**src/sv/cdtk_pkg.sv**
```systemverilog
// Shared types, constants and the month-length function of the calendar keeper.
`timescale 1ns / 1ps
`default_nettype none
package cdtk_pkg;

    // Operation codes carried in the op field of a request beat.
    localparam logic [2:0] OP_TICK      = 3'd0;
    localparam logic [2:0] OP_ADD_DAYS  = 3'd1;
    localparam logic [2:0] OP_SET_DATE  = 3'd2;
    localparam logic [2:0] OP_SET_TIME  = 3'd3;
    localparam logic [2:0] OP_CLR_FLAGS = 3'd4;
    localparam logic [2:0] OP_SET_FLAGS = 3'd5;

    localparam logic [4:0]  LAST_HOUR       = 5'd23;
    localparam logic [5:0]  LAST_MINUTE     = 6'd59;
    localparam logic [5:0]  LAST_SECOND     = 6'd59;
    localparam logic [3:0]  MONTHS_PER_YEAR = 4'd12;
    localparam logic [4:0]  FEB_LEAP_DAYS   = 5'd29;
    localparam logic [4:0]  FEB_PLAIN_DAYS  = 5'd28;
    localparam logic [4:0]  LONG_MONTH_DAYS = 5'd31;
    localparam logic [3:0]  FEBRUARY        = 4'd2;
    localparam logic [15:0] ALL_FLAGS       = 16'hFFFF;

    localparam logic [4:0] MONTH_DAYS [0:12] = '{
        5'd0, 5'd31, 5'd28, 5'd31, 5'd30, 5'd31, 5'd30,
        5'd31, 5'd31, 5'd30, 5'd31, 5'd30, 5'd31
    };

    typedef struct packed {
        logic [2:0]  op;
        logic [7:0]  day_count;
        logic [4:0]  new_day;
        logic [3:0]  new_month;
        logic [6:0]  new_year;
        logic [4:0]  new_hour;
        logic [5:0]  new_minute;
        logic [5:0]  new_second;
        logic [15:0] flag_mask;
    } req_item_t;

    typedef struct packed {
        logic [4:0]  day_now;
        logic [3:0]  month_now;
        logic [6:0]  year_now;
        logic [4:0]  hour_now;
        logic [5:0]  minute_now;
        logic [5:0]  second_now;
        logic [15:0] flags_now;
        logic        day_changed;
    } rsp_item_t;

    typedef enum logic [1:0] {
        ST_IDLE,
        ST_WALK,
        ST_RESULT
    } state_t;

    // Controller to datapath.
    typedef struct packed {
        logic load;
        logic walk;
    } ctrl_cmd_t;

    // Datapath to controller.
    typedef struct packed {
        logic need_walk;
        logic walk_done;
    } dp_status_t;

    // Length of the given month; February follows the leap rule of the year.
    function automatic logic [4:0] month_len(input logic [3:0] month, input logic [6:0] year);
        logic [4:0] len;
        if (month == FEBRUARY) begin
            len = (year[1:0] == 2'b00) ? FEB_LEAP_DAYS : FEB_PLAIN_DAYS;
        end
        else if (month >= 4'd1 && month <= MONTHS_PER_YEAR) begin
            len = MONTH_DAYS[month];
        end
        else begin
            len = LONG_MONTH_DAYS;
        end
        return len;
    endfunction

endpackage
`default_nettype wire

```
**src/sv/cdtk_req_if.sv**
```systemverilog
// Request channel interface of the calendar keeper.
`timescale 1ns / 1ps
`default_nettype none
interface cdtk_req_if;
    logic                 valid;
    logic                 ready;
    cdtk_pkg::req_item_t  item;

    modport source (output valid, output item, input ready);
    modport sink   (input valid, input item, output ready);
endinterface
`default_nettype wire

```
**src/sv/cdtk_rsp_if.sv**
```systemverilog
// Response channel interface of the calendar keeper.
`timescale 1ns / 1ps
`default_nettype none
interface cdtk_rsp_if;
    logic                 valid;
    logic                 ready;
    cdtk_pkg::rsp_item_t  item;

    modport source (output valid, output item, input ready);
    modport sink   (input valid, input item, output ready);
endinterface
`default_nettype wire

```
**src/sv/cdtk_ctrl.sv**
```systemverilog
// Controller state machine of the calendar keeper.
`timescale 1ns / 1ps
`default_nettype none
module cdtk_ctrl (
    input  wire                     clk,
    input  wire                     rst_n,
    input  wire                     req_valid,
    output logic                    req_ready,
    output logic                    rsp_valid,
    input  wire                     rsp_ready,
    output cdtk_pkg::ctrl_cmd_t     cmd,
    input  cdtk_pkg::dp_status_t    status
);
    import cdtk_pkg::*;

    state_t state_reg;
    state_t state_next;

    always_comb
    begin
        state_next = state_reg;
        unique case (state_reg)
            ST_IDLE:
            begin
                if (req_valid)
                begin
                    state_next = status.need_walk ? ST_WALK : ST_RESULT;
                end
            end
            ST_WALK:
            begin
                if (status.walk_done)
                begin
                    state_next = ST_RESULT;
                end
            end
            ST_RESULT:
            begin
                if (rsp_ready)
                begin
                    state_next = ST_IDLE;
                end
            end
            default:
            begin
                state_next = ST_IDLE;
            end
        endcase
    end

    always_comb
    begin
        req_ready = 1'b0;
        rsp_valid = 1'b0;
        cmd       = '0;
        unique case (state_reg)
            ST_IDLE:
            begin
                req_ready = 1'b1;
                cmd.load  = req_valid;
            end
            ST_WALK:
            begin
                cmd.walk = 1'b1;
            end
            ST_RESULT:
            begin
                rsp_valid = 1'b1;
            end
            default:
            begin
                req_ready = 1'b0;
            end
        endcase
    end

    always_ff @(posedge clk or negedge rst_n)
    begin
        if (!rst_n)
        begin
            state_reg <= ST_IDLE;
        end
        else
        begin
            state_reg <= state_next;
        end
    end

endmodule
`default_nettype wire

```
**src/sv/cdtk_dpath.sv**
```systemverilog
// Datapath of the calendar keeper: time, date, flag registers and the month walker.
`timescale 1ns / 1ps
`default_nettype none
module cdtk_dpath (
    input  wire                     clk,
    input  wire                     rst_n,
    input  cdtk_pkg::req_item_t     req_item,
    input  cdtk_pkg::ctrl_cmd_t     cmd,
    output cdtk_pkg::dp_status_t    status,
    output cdtk_pkg::rsp_item_t     rsp_item
);
    import cdtk_pkg::*;

    logic [5:0]  sec_reg,   sec_next;
    logic [5:0]  min_reg,   min_next;
    logic [4:0]  hour_reg,  hour_next;
    logic [4:0]  day_reg,   day_next;
    logic [3:0]  month_reg, month_next;
    logic [6:0]  year_reg,  year_next;
    logic [15:0] flags_reg, flags_next;

    // Date as it stood before the current item, for the change indication.
    logic [4:0]  prev_day_reg,   prev_day_next;
    logic [3:0]  prev_month_reg, prev_month_next;
    logic [6:0]  prev_year_reg,  prev_year_next;

    // Running day count of the month walk and whether the walk sets the flags.
    logic [8:0]  walk_day_reg,   walk_day_next;
    logic        walk_flags_reg, walk_flags_next;

    logic [4:0]  cur_len;
    logic        day_wrap;

    assign cur_len  = month_len(month_reg, year_reg);
    assign day_wrap = (sec_reg == LAST_SECOND) && (min_reg == LAST_MINUTE)
                      && (hour_reg == LAST_HOUR);

    always_comb
    begin
        status.need_walk = (req_item.op == OP_ADD_DAYS) || ((req_item.op == OP_TICK) && day_wrap);
        status.walk_done = (walk_day_reg <= {4'd0, cur_len});
    end

    always_comb
    begin
        sec_next        = sec_reg;
        min_next        = min_reg;
        hour_next       = hour_reg;
        day_next        = day_reg;
        month_next      = month_reg;
        year_next       = year_reg;
        flags_next      = flags_reg;
        prev_day_next   = prev_day_reg;
        prev_month_next = prev_month_reg;
        prev_year_next  = prev_year_reg;
        walk_day_next   = walk_day_reg;
        walk_flags_next = walk_flags_reg;

        if (cmd.load)
        begin
            prev_day_next   = day_reg;
            prev_month_next = month_reg;
            prev_year_next  = year_reg;
            unique case (req_item.op)
                OP_TICK:
                begin
                    if (sec_reg != LAST_SECOND)
                    begin
                        sec_next = sec_reg + 6'd1;
                    end
                    else
                    begin
                        sec_next = '0;
                        if (min_reg != LAST_MINUTE)
                        begin
                            min_next = min_reg + 6'd1;
                        end
                        else
                        begin
                            min_next = '0;
                            if (hour_reg != LAST_HOUR)
                            begin
                                hour_next = hour_reg + 5'd1;
                            end
                            else
                            begin
                                hour_next       = '0;
                                walk_day_next   = {4'd0, day_reg} + 9'd1;
                                walk_flags_next = 1'b1;
                            end
                        end
                    end
                end
                OP_ADD_DAYS:
                begin
                    walk_day_next   = {4'd0, day_reg} + {1'b0, req_item.day_count};
                    walk_flags_next = (req_item.day_count != 8'd0);
                end
                OP_SET_DATE:
                begin
                    day_next   = (req_item.new_day == 5'd0) ? 5'd1 : req_item.new_day;
                    month_next = (req_item.new_month == 4'd0
                                  || req_item.new_month > MONTHS_PER_YEAR)
                                 ? 4'd1 : req_item.new_month;
                    year_next  = req_item.new_year;
                end
                OP_SET_TIME:
                begin
                    hour_next = (req_item.new_hour > LAST_HOUR) ? LAST_HOUR : req_item.new_hour;
                    min_next  = (req_item.new_minute > LAST_MINUTE)
                                ? LAST_MINUTE : req_item.new_minute;
                    sec_next  = (req_item.new_second > LAST_SECOND)
                                ? LAST_SECOND : req_item.new_second;
                end
                OP_CLR_FLAGS:
                begin
                    flags_next = flags_reg & ~req_item.flag_mask;
                end
                OP_SET_FLAGS:
                begin
                    flags_next = flags_reg | req_item.flag_mask;
                end
                default:
                begin
                    flags_next = flags_reg;
                end
            endcase
        end
        else if (cmd.walk)
        begin
            if (walk_day_reg > {4'd0, cur_len})
            begin
                walk_day_next = walk_day_reg - {4'd0, cur_len};
                if (month_reg >= MONTHS_PER_YEAR)
                begin
                    month_next = 4'd1;
                    year_next  = year_reg + 7'd1;
                end
                else
                begin
                    month_next = month_reg + 4'd1;
                end
            end
            else
            begin
                day_next = walk_day_reg[4:0];
                if (walk_flags_reg)
                begin
                    flags_next = ALL_FLAGS;
                end
            end
        end
    end

    always_ff @(posedge clk or negedge rst_n)
    begin
        if (!rst_n)
        begin
            sec_reg   <= '0;
            min_reg   <= '0;
            hour_reg  <= '0;
            day_reg   <= 5'd1;
            month_reg <= 4'd1;
            year_reg  <= '0;
            flags_reg <= '0;
        end
        else
        begin
            sec_reg   <= sec_next;
            min_reg   <= min_next;
            hour_reg  <= hour_next;
            day_reg   <= day_next;
            month_reg <= month_next;
            year_reg  <= year_next;
            flags_reg <= flags_next;
        end
    end

    always_ff @(posedge clk)
    begin
        prev_day_reg   <= prev_day_next;
        prev_month_reg <= prev_month_next;
        prev_year_reg  <= prev_year_next;
        walk_day_reg   <= walk_day_next;
        walk_flags_reg <= walk_flags_next;
    end

    always_comb
    begin
        rsp_item.day_now     = day_reg;
        rsp_item.month_now   = month_reg;
        rsp_item.year_now    = year_reg;
        rsp_item.hour_now    = hour_reg;
        rsp_item.minute_now  = min_reg;
        rsp_item.second_now  = sec_reg;
        rsp_item.flags_now   = flags_reg;
        rsp_item.day_changed = (prev_day_reg != day_reg) || (prev_month_reg != month_reg)
                               || (prev_year_reg != year_reg);
    end

endmodule
`default_nettype wire

```
**src/sv/calendar_date_time_keeper.sv**
```systemverilog
// Most operations present their response beat in the cycle after the request beat is
// taken; a day advance (add days, or a tick at midnight) first runs the month walker.
// One item at a time: no new request is taken until the response has been accepted;
// the month walker sets how long a day advance takes.
// Reset (rst_n, asynchronous, active low): time 00:00:00, date day 1 month 1 year 0,
// flags clear, no response pending.
`timescale 1ns / 1ps
`default_nettype none
module calendar_date_time_keeper (
    input  wire          clk,
    input  wire          rst_n,
    cdtk_req_if.sink     req,
    cdtk_rsp_if.source   rsp
);
    import cdtk_pkg::*;

    // The controller sequences each beat: it loads the request into the
    // datapath, steps the month walker while a day advance is still in
    // progress, and then presents the response until it is taken.
    ctrl_cmd_t  cmd;
    dp_status_t status;
    rsp_item_t  rsp_item;

    cdtk_ctrl u_ctrl (
        .clk       (clk),
        .rst_n     (rst_n),
        .req_valid (req.valid),
        .req_ready (req.ready),
        .rsp_valid (rsp.valid),
        .rsp_ready (rsp.ready),
        .cmd       (cmd),
        .status    (status)
    );

    // The datapath keeps the time as separate hour, minute and second
    // counters, so the reported fields come straight from registers. A day
    // advance walks one month per cycle, always using the length of the
    // month and year held at that moment.
    cdtk_dpath u_dpath (
        .clk      (clk),
        .rst_n    (rst_n),
        .req_item (req.item),
        .cmd      (cmd),
        .status   (status),
        .rsp_item (rsp_item)
    );

    // The response fields are held in the state registers and do not move
    // while the response beat waits.
    assign rsp.item = rsp_item;

endmodule
`default_nettype wire

```
**src/flat_wrapper.sv**
```systemverilog
// flat-port wrapper written by rule: the top's interface ports become plain ports
module calendar_date_time_keeper_flat import cdtk_pkg::*;
  (clk, rst_n, req_valid, req_item, req_ready, rsp_valid, rsp_item, rsp_ready);
  cdtk_req_if req_i ();
  cdtk_rsp_if rsp_i ();
  input  wire clk;
  input  wire rst_n;
  input wire logic [$bits(req_i.valid)-1:0] req_valid;
  input wire logic [$bits(req_i.item)-1:0] req_item;
  output wire logic [$bits(req_i.ready)-1:0] req_ready;
  output wire logic [$bits(rsp_i.valid)-1:0] rsp_valid;
  output wire logic [$bits(rsp_i.item)-1:0] rsp_item;
  input wire logic [$bits(rsp_i.ready)-1:0] rsp_ready;
  assign req_i.valid = req_valid;
  assign req_i.item = req_item;
  assign req_ready = req_i.ready;
  assign rsp_valid = rsp_i.valid;
  assign rsp_item = rsp_i.item;
  assign rsp_i.ready = rsp_ready;
  calendar_date_time_keeper u_core (.clk(clk), .rst_n(rst_n), .req(req_i), .rsp(rsp_i));
endmodule
```
**config.mk**
```make
export PLATFORM = sky130hd
export DESIGN_NAME = calendar_date_time_keeper_flat
export DESIGN_NICKNAME = d
export VERILOG_FILES = /design/src/sv/cdtk_pkg.sv /design/src/sv/cdtk_req_if.sv /design/src/sv/cdtk_rsp_if.sv /design/src/sv/cdtk_ctrl.sv /design/src/sv/cdtk_dpath.sv /design/src/sv/calendar_date_time_keeper.sv /design/src/flat_wrapper.sv
export SDC_FILE = /design/constraint.sdc
export NUM_CORES = 1
export LEC_CHECK = 0
export BUFFER_PORTS_ARGS = -buffer_cell sky130_fd_sc_hd__buf_4
export CAP_MARGIN = 20
export CORE_MARGIN = 3
export CORE_UTILIZATION = 54
export DETAILED_ROUTE_END_ITERATION = 10
export PLACE_DENSITY = 0.89
export SKIP_CTS_REPAIR_TIMING = 1
export SYNTH_ARGS = -nofsm -noshare
export SYNTH_HDL_FRONTEND = slang
export SYNTH_SLANG_ARGS = --single-unit
```
**constraint.sdc**
```tcl
create_clock -name clk -period 3.9 [get_ports clk]
set_clock_uncertainty 0.05 [all_clocks]
set_input_delay 0.195 -clock clk [delete_from_list [all_inputs] [get_ports clk]]
set_output_delay 0.195 -clock clk [all_outputs]
set_load 0.01 [all_outputs]
```
Yosys cells after proc, flatten, opt, wreduce, memory -nomap -nowiden
Memories as Yosys holds them, arrays and structs flattened.
Index checks and enable logic that the tools add are counted.
- register bits: 77
- latch bits: 0
- memory bits (writable): 0
- memory bits (read-only): 80
- input port bits: 64
- memories kept: 1
- memories (memory ; words ; bits a word ; rd ports ; clocked after memory_dff ; wr ports ; RTL line ; RTL):
    (name not given) ; 16 ; 5 ; 1 ; 0 ; 0 ; cdtk_pkg.sv:77 ; len = MONTH_DAYS[month];
- add/subtract/negate cells: 8
- multipliers: 0
- divide/modulo/power cells: 0
- $lt $le $gt $ge: 10
- eq/ne operators: 30
- shifts and indexed selects: 0
- multiplexer cells: 58
- bitwise logic cells: 4
- reduce and logical (&&, ||, !) cells: 30
- operators with widths (operator ; count):
    2-to-1 mux 5 bit ; 13
    2-to-1 mux 16 bit ; 4
    2-to-1 mux 9 bit ; 6
    2-to-1 mux 7 bit ; 5
    case mux 16 bit (2 select lines) ; 1
    2-to-1 mux 6 bit ; 5
    2-to-1 mux 4 bit ; 6
    case mux 6 bit (2 select lines) ; 2
    case mux 9 bit (2 select lines) ; 1
    AND 16 bit ; 1
    inverter 16 bit ; 1
    bitwise OR 16 bit ; 1
    inequality test 3 bit, second input constant ; 5
    adder 6 x 1 -> 6 bit, second input constant ; 2
    equality test 6 bit, second input constant ; 2
    greater-than comparator 6 bit, second input constant ; 2
    inequality test 2 bit, second input constant ; 6
    inequality test 6 bit, second input constant ; 2
    AND reduction 3 bit ; 4
    AND reduction 4 bit ; 3
    nonzero test 2 bit ; 6
    case mux 5 bit (2 select lines) ; 1
    adder 5 x 8 -> 9 bit ; 1
    greater-than comparator 9 x 5 -> 1 bit ; 1
    39 further kinds ; 59

Depth between registers and ports, before layout
Gate-level depths: netlist of the first run.
- depth in word-level cells: 10
- mapped depth: 15
- depth with buffers taken out: 13

Hierarchy
Synthesis of the first run repeated with hierarchy kept, for this count alone.
- cells, all modules: 534
- area, all modules: 4762.1 µm²
- modules (own cells, without submodules) (module ; instances ; cells an instance ; area an instance (µm²) ; sequential area each (µm²)):
    cdtk_dpath ; 1 ; 521 ; 4638.2 ; 2009.4
    cdtk_ctrl ; 1 ; 13 ; 123.9 ; 50.0

Worst setup path after synthesis of the first run
OpenSTA, ideal clock, no wires.
- path type: register -> register
- from: register u_core.u_dpath.month_reg[0]
- to: register u_core.u_dpath.walk_day_reg[0] (enable)
- setup time: 273 ps
- arrival time: 2953 ps
- required time: 3577 ps
- setup slack: 624 ps
- stages on the path, launching flop included: 12
- path buffers: 2
- clock period less this slack: 3276 ps
- path through: dfstp_2 -> clkbuf_1 -> inv_1 -> ha_1 -> nor3b_1 -> ha_1 -> a21o_1 -> or2_0 -> o22ai_2 -> buf_6 -> nor2_1 -> or2_2
- word-level cells in the longest chain between the ends: 9
- ends and longest elaborated chain (element ; RTL line ; RTL):
    start, declared ; cdtk_dpath.sv:18 ; logic [3:0] month_reg, month_next;
    start signal, assigned ; cdtk_dpath.sv:173 ; month_reg <= month_next;
    inverter 4 -> 5 bit (not written as such) ; cdtk_pkg.sv:77 ;
    memory read (16 x 5 bit) ; - ;
    2-to-1 mux 5 bit (not written as such) (2 in series) ; cdtk_pkg.sv:77 ;
    2-to-1 mux 5 bit ; cdtk_pkg.sv:76 ; else if (month >= 4'd1 && month <= MONTHS_PER_YEAR) begin
    2-to-1 mux 5 bit (*) ; cdtk_pkg.sv:73 ; if (month == FEBRUARY) begin
    greater-than comparator 9 x 5 -> 1 bit (*) ; cdtk_dpath.sv:131 ; if (walk_day_reg > {4'd0, cur_len})
    nonzero test 2 bit (no source line) (*) ; - ;
    AND reduction 6 bit (no source line) (*) ; - ;
    end signal, assigned ; cdtk_dpath.sv:184 ; walk_day_reg <= walk_day_next;
    end, declared ; cdtk_dpath.sv:28 ; logic [8:0] walk_day_reg, walk_day_next;
Every way passes the cells marked *; elsewhere a longest branch is shown, timed or not. The select of a mux whose other input is x is not followed.
A chain may end at the register's enable or synchronous reset.

Final worst setup path of the first run
- from: register u_core.u_dpath.month_reg[0]
- to: register u_core.u_dpath.walk_day_reg[5] (enable)
Same word-level chain as after synthesis.

==> results.txt, run 1 <==
- Switching power total: roughly 1.6 mW
- Of all nets on the critical path, the largest fanout is 13.
* CTS tree: yes
- The H-tree generated during clock tree synthesis spans 3 levels.
- Logic pwr share: a little under half
- The region available for standard cell placement spans 8460 µm².
* Overall Global Routing Usage: 24.3%
- Setup violations remaining at the end of the flow were counted as 0.
- At the end of routability-driven placement, the weighted congestion stood at ~0.9.
- The worst-case IR drop observed on VDD is 0.262 mV.
- First-pass GRT wire length: 19,800 µm
- Once the floorplan was initialized, standard cells occupied 57.1% of the core.
- The routed design has 13,000 µm of wire.
* Post-layout nets: 718
* Share of cells above drive strength 1: 26.2%
* HPWL after detailed placement: 9350 µm
- Transition time at the pin with the least slew margin: 1030 ps
- GRT overflow: 0
- Sequential group share of total power: between 30% and 40%
- The number of global-route vias before repair is 4,322.
- The worst setup path is captured at a flop.
* Seq/Total Area, Yosys: 42.6%
* Outcome: finished clean
* Critical path launch point type: flop
- After synthesis, the netlist uses 65 different library cells.
- The detail route stage leaves a number of antenna-violating nets equal to 0.
- Net count after synthesis: 590
- The internal portion of the total power is around 2.3 mW.
- Unrepaired setup endpoints after global routing: no
- Mapped Avg Cell Area: 9.58 µm²
- Die Outline Area: 10,100 µm²
- Leading cell types in the layout, fill and taps excluded: sky130_fd_sc_hd__buf_4 (120), sky130_fd_sc_hd__dfrtp_1 (49), sky130_fd_sc_hd__a21oi_1 (48)
- In this design, the stage delay of the slowest critical-path cell is ~660 ps.
- The initial antenna violation count was 1.
- The final-report hold violation count is 0.
- I/O Buffers: 115
- CTS root buf: sky130_fd_sc_hd__clkbuf_8
* Signed area change from the synthesized netlist to the final layout: 26.9%
- In the synthesized netlist, the number of instances is 504.
- In this run, synthesis produced a sequential element count of slightly below 80.
- The number of pins exceeding their max-slew limit in the final report came to 0.
- The placed instances occupy a cell area of 5760 µm².
- The worst setup path is of the reg -> reg kind.
- After layout, the worst path uses between 90% and 100% of the clock period.
- Cell with the largest stage delay on the worst path: sky130_fd_sc_hd__dfstp_2
* Yosys warning total: 0
* Later-pin clock latency in the skew report: 350 ps
- The first routing iteration left 183 violations.
* Path type of the worst min-delay path: in -> reg
- Number of flip-flops in the largest register: 16
- Length of the first detailed-routing pass in iterations: 5
- Counting both buffers and inverters, the worst setup path holds a total of 1.
- Net switching is 40.4% of the power.
- Remaining design rule violation count: 0
- In this run the cell area of the synthesized design comes to 4830 µm².
* Dominant cell type by count on the critical path: sky130_fd_sc_hd__ha_1
- Design area: 6130 µm²
- Counting the fill cells in the layout gives 587.
* Required time at the endpoint of the critical path: 3920 ps
- In this run, CTS created clock tree buffers numbering 9.
* Largest net degree at the start of global routing: 52
* Floorplan die height: 101 µm
- Number of ports placed on the die boundary: roughly 120
- Headroom to the max-slew limit: 30.5%
- Number of max-cap violations: 0
- The die is roughly 100 µm wide.
- Data arrival, critical path: 3640 ps
- Top delay family on crit path: simple AND/OR/NAND/NOR gates
- Counting flops with a built-in enable in the synthesized netlist gives 26.
- Setup total negative slack on the finished layout was measured at 0 ps.
- DR vias/cell: 6.08
- Number of clock sinks: 77
- Power spread over the standard cell area amounts to 642 nW/µm².
- Static timing analysis puts the maximum clock frequency at around 0.28 GHz.
- LEAKAGE: ~2.6 nW
* Leading cell type in the layout, fill and taps excluded: sky130_fd_sc_hd__buf_4
* Part of the power in the clock network: 15.2%
* Final critical-path required period: 3610 ps
- Maximum number of buffers from clock root to sink: 2
- In the synthesized netlist the dominant register cell turns out to be sky130_fd_sc_hd__dfrtp_1.
- The signal on the critical path passes through inv_1 > ha_1 > nor3b_1 > ha_1 > a21o_1 > or2_0 > o22ai_2 > nor2_1 > or2_2.
- Row generation in the floorplan step produced 33 rows.
- Clock transition at the registers of the reported paths: around 80 ps
* Via count: 4,519
- Proportion of register bits with asynchronous set or reset after synthesis: 66.2%
- In the final routed layout, each cell accounts on average for between 15 and 20 µm.
## synthesized netlist by cell type, drive strengths merged, types with 3 or more instances
cell,instances,share of area (%)
a211oi,6,0.93
a31oi,5,0.65
nor2b,6,0.78
nor2,41,3.2
mux2,9,2.1
nor3,10,1.0
buf,8,1.1
nand2b,10,1.3
a21oi,48,5.0
edfxtp,26,16
o21a,5,0.78
o21ai,45,4.7
nor3b,3,0.47
clkbuf,12,0.93
a22oi,18,3.8
nand3,12,1.5
nor4,9,1.2
dfrtp,49,25
or2,5,0.65
xnor2,5,0.91
or3,3,0.44
inv,16,1.2
a21o,3,0.47
a32o,3,0.62
o211ai,4,0.62
and3,8,1.0
nand3b,4,0.62
nand2,37,2.9
o2bb2ai,3,0.54
ha,20,5.2
o22ai,6,0.91
mux2i,6,1.2
xor2,21,3.8
o31a,3,0.54
o311ai,3,0.54
nand4,3,0.39
## final cells by class
type	instances	area [µm²]	area share, %
inverters	16	60.1	0.980
well taps	105	131	2.14
repair buffers	137	1070	17.5
diodes	1	2.50	0.0408
clock buffers	11	131	2.14
flip-flops and latches	77	2060	33.6
clock inverters	5	61.3	1.00
multi-input cells	391	2610	42.6
## final timing paths
kind	startpoint	slack, ps	depth (start not counted)	to
max	u_core.u_dpath.month_reg[0]$_DFFE_PN1P_	290	9	u_core.u_dpath.walk_day_reg[5]$_DFFE_PP_
min	req_item[27]	80	3	u_core.u_dpath.min_reg[5]$_DFFE_PN0P_
max reg2reg	u_core.u_dpath.month_reg[0]$_DFFE_PN1P_	290	9	u_core.u_dpath.walk_day_reg[5]$_DFFE_PP_
min reg2reg	u_core.u_dpath.min_reg[5]$_DFFE_PN0P_	490	1	u_core.u_dpath.min_reg[5]$_DFFE_PN0P_
max in group asynchronous	rst_n	2980	2	u_core.u_dpath.year_reg[4]$_DFFE_PN0P_
min in group asynchronous	rst_n	370	2	u_core.u_dpath.hour_reg[0]$_DFFE_PN0P_
## power groups by stage
stage / sequential [mW] / combinational [mW] / clock [mW]
4_1_cts: 1.52 / 1.79 / 0.604
6_report: 1.53 / 1.81 / 0.596
2_1_floorplan: 1.52 / 1.02 / 0
5_1_grt: 1.57 / 1.99 / 0.633
3_5_place_dp: 1.53 / 1.77 / 0
3_3_place_gp: 1.50 / 1.70 / 0
## per-stage QoR
step                power, mW  worst slack [ps]  std cells  hold WS (ps)  utilization (%)
detailed placement       3.30               391        709           224             68.1
global route             4.19              81.3        743          77.0             72.4
floorplan                2.54               624        504          -151                -
global placement         3.20               503        709           218             68.1
CTS                      3.90               340        725          -151             70.3
finish                   3.93               285        743          76.5             72.4
## worst min-delay path, stage by stage
cell and delay (ps):
sky130_fd_sc_hd__buf_4 80, sky130_fd_sc_hd__a21oi_1 50, sky130_fd_sc_hd__o2bb2ai_1 110
## metal layers
metal	GRT usage, %	up-vias	share of wire, %
met4	7.98	0	2.7
met3	4.50	27	6.1
met2	41.7	170	50
met1	30.9	2187	41
li1	-	2135	-
met5	0	-	0
## logic make-up after synthesis
family,count (synthesis),share of synthesized area [%]
adders and majority gates,22,6.01
and+or+nand+nor,161,17.3
buffers and inverters,36,3.32
muxes,15,3.34
DFF,77,42.6
xor gates and xnor gates,26,4.72
AOI/OAI and AO/OA,167,22.7
Note: power is estimated with default switching activity, not from simulation.
==> run 2: changes to the inputs <==
Settings changed: RECOVER_POWER set to 100.
==> run 2 against run 1 <==
  * The flow now finishes with violations (capacitance limit, slew limit)
  * Total power down 5.2%
  * Combinational power down 11%
  * Die area unchanged
  * Via count down 0.73%
  * Sequential cell count unchanged
  * Critical path depth down 3
  * Hold slack worse by 1.6 ps
  * Cell count unchanged
  * Non-clock buffer count unchanged
  * Utilization down 3.0 points
  * Clock power up 0.8%
==> results.txt, run 2 (synthesis results as in run 1) <==
- The flow ran to the end, but the final reports show violations.
* Violated checks: capacitance limit, slew limit
- The post-route standard cell area excluding fillers was 5870 µm² (-4.2%).
- Final critical-path required period: 3590 ps (-24.7 ps)
* Number of max-cap violations: 1 (+1)
* Data arrival, critical path: 3730 ps (+90 ps)
- Required time at the endpoint of the critical path: 4040 ps (+120 ps)
- Buffers plus inverters on the worst setup path: 2 (+1)
* CTS root buf: sky130_fd_sc_hd__clkbuf_8
- Sum of negative setup slack: 0 ps (unchanged)
* Met3 usage: 4.50% (unchanged)
- The initial DRC count came to 177 (-3.3%).
- The min-delay analysis places its worst path in the category in -> reg.
* Starting Density: 57.1% (unchanged)
- The final-report hold violation count was 0 (unchanged).
* Number of standard cells in the layout, taps in and fillers out: 743 (unchanged)
- I/O Buffers: 115 (unchanged)
- The number of pins exceeding their max-slew limit in the final report is 52 (+52).
* Crit end category: flop
- The leftover overflow at the end of global routing is 0 (unchanged).
- GR Util met1: 30.9% (unchanged)
- Met2 global-route usage: 41.7% (unchanged)
- The first-pass iteration count of the detailed router was 5 (unchanged).
- Number of flip-flops in the largest register: 16 (unchanged)
- Area of the core: 8460 µm² (unchanged)
- The clock transition at the registers of the reported paths is 80 ps (about the same).
- The smallest hold slack was 74.9 ps (-1.59 ps).
- The highest fanout seen on the critical path was 20 (+7).
- Antenna violations before repair: 1 (unchanged)
- The delay of the slowest critical-path stage is 700 ps (+40 ps).
- Headroom to the max-slew limit: -90.3% (-120 points)
- Post-DRT Antenna Nets: 0 (unchanged)
- The share of the clock period used by the worst path after layout was 92.0% (-0.63 points).
* Filler cell count in the final layout: 664 (+13%)
- H-tree depth: 3 (unchanged)
- HPWL after detailed placement: 9350 µm (unchanged)
- Overall Global Routing Usage: 24.3% (unchanged)
- The source-to-sink clock delay at the later pin of the worst-skew pair was 350 ps (about the same).
* Post-layout nets: 718 (unchanged)
- Detailed Route WL: 13,000 µm (+0.32%)
* Floorplan die height: 101 µm (unchanged)
* Top delay family on crit path: buffers and inverters
- The number of failing setup endpoints in the final timing report was 0 (unchanged).
* Maximum number of buffers from clock root to sink: 2 (unchanged)
* Maximum vdd drop: 0.242 mV (-7.3%)
- Worst Path Class, Setup: reg -> reg
- The top cell types in the final layout, fill and taps aside, are sky130_fd_sc_hd__buf_4 (64), sky130_fd_sc_hd__clkbuf_1 (58), sky130_fd_sc_hd__dfrtp_1 (49).
- The die width came to 101 µm (unchanged).
- Total instance count after detailed placement: 709 (unchanged)
- Cell Rows: 33 (unchanged)
- The number of global-route vias before repair was 4,322 (unchanged).
* Number of buffers created by CTS: 9 (unchanged)
* Die Outline Area: 10,100 µm² (unchanged)
- Setup repair after global routing left no endpoint under its margin.
* Share of cells above drive strength 1: 15.5% (-11 points)
- TritonCTS built the clock tree.
- Pwr Total: 3.73 mW (-5.2%)
- Global-route layer with the greatest usage: met2
- Cell with the largest stage delay on the worst path: sky130_fd_sc_hd__or3b_1
* LEAKAGE: 2.42 nW (-8.0%)
- Largest net degree at the start of global routing: 52 (unchanged)
- Critical path launch point type: flop
- The highest attainable clock frequency is 0.279 GHz (+0.69%).
- From synthesis to final layout, the design area changed by 21.5%.
- Placer Congestion: 0.881 (unchanged)
- Walking the worst path, the cells encountered are or3b_1 > inv_1 > clkbuf_1 > a21oi_1 > a2111oi_0 > o22ai_1.
* Transition time at the pin with the least slew margin: 2850 ps (+1820 ps)
- Routed length per instance: 17.5 µm (+0.32%)
* Cell area reported after detailed placement: 5760 µm² (unchanged)
- The DRC violations left is 0 (unchanged).
- The I/O pin count came to 116 (unchanged).
- First-pass GRT wire length: 19,800 µm (unchanged)
* DR vias/cell: 6.04 (-0.73%)
- Leading cell type in the layout, fill and taps excluded: sky130_fd_sc_hd__buf_4
- Total power divided by cell area: 636 nW/µm² (-1.0%)
- Number of clock sinks: 77 (unchanged)
- Via count: 4,486 (-0.73%)
-- run 2: cell types whose count changed in the layout (fill, tap and decap cells not counted) --
cell,change
sky130_fd_sc_hd__buf_4,-56
sky130_fd_sc_hd__clkbuf_1,+56
sky130_fd_sc_hd__a22oi_1,+8
sky130_fd_sc_hd__a22oi_2,-8
sky130_fd_sc_hd__mux2_1,+2
sky130_fd_sc_hd__mux2_2,-2
sky130_fd_sc_hd__dfstp_1,+1
sky130_fd_sc_hd__dfstp_2,-1
sky130_fd_sc_hd__inv_1,+1
sky130_fd_sc_hd__inv_2,-1
sky130_fd_sc_hd__nand3_2,+1
sky130_fd_sc_hd__nand3_4,-1
-- run 2: final timing paths --
path | startpoint | to | slack [ps] | cells past startpoint
setup / recovery | u_core.u_ctrl.state_reg[0]$_DFFE_PN0P_ | u_core.u_dpath.year_reg[3]$_DFFE_PN0P_ | 310 | 6
hold / removal | req_item[27] | u_core.u_dpath.min_reg[5]$_DFFE_PN0P_ | 70 | 3
setup reg to reg | u_core.u_ctrl.state_reg[0]$_DFFE_PN0P_ | u_core.u_dpath.year_reg[3]$_DFFE_PN0P_ | 310 | 6
hold reg to reg | u_core.u_dpath.min_reg[5]$_DFFE_PN0P_ | u_core.u_dpath.min_reg[5]$_DFFE_PN0P_ | 490 | 1
max in group asynchronous | rst_n | u_core.u_dpath.year_reg[4]$_DFFE_PN0P_ | 930 | 2
min in group asynchronous | rst_n | u_core.u_dpath.hour_reg[0]$_DFFE_PN0P_ | 1260 | 2
-- run 2: worst min-delay path, stage by stage --
cell and delay [ps]:
sky130_fd_sc_hd__buf_4 80, sky130_fd_sc_hd__a21oi_1 50, sky130_fd_sc_hd__o2bb2ai_1 110
-- run 2: cell type report --
type	instances	area [µm²]	share of cell area (%)
flip-flops and latches	77	2060	35.1
inverters	16	60.1	1.02
clock buffers	11	131	2.24
repair buffers	137	861	14.7
diodes	1	2.50	0.0426
multi-input cells	391	2560	43.7
clock inverters	5	61.3	1.04
well taps	105	131	2.24
-- run 2: per-stage QoR --
step	utilization [%]	setup slack, ps
CTS	70.3	340
finish	69.3	310
detailed placement	68.1	391
global placement	68.1	503
global route	69.3	134
floorplan	-	624
-- run 2: metal layers --
layer / wire [µm] / vias up
met1: 5370 / 2151
met3: 797 / 34
met2: 6460 / 173
met4: 404 / 0
met5: 0 / -
li1: - / 2128
-- run 2: report_power, final --
part / leakage, nW / internal, mW / total [mW] / switching [mW]
Combinational: 1.48 / 0.687 / 1.61 / 0.924
Sequential: 0.851 / 1.17 / 1.52 / 0.349
Clock: 0.0858 / 0.297 / 0.601 / 0.303
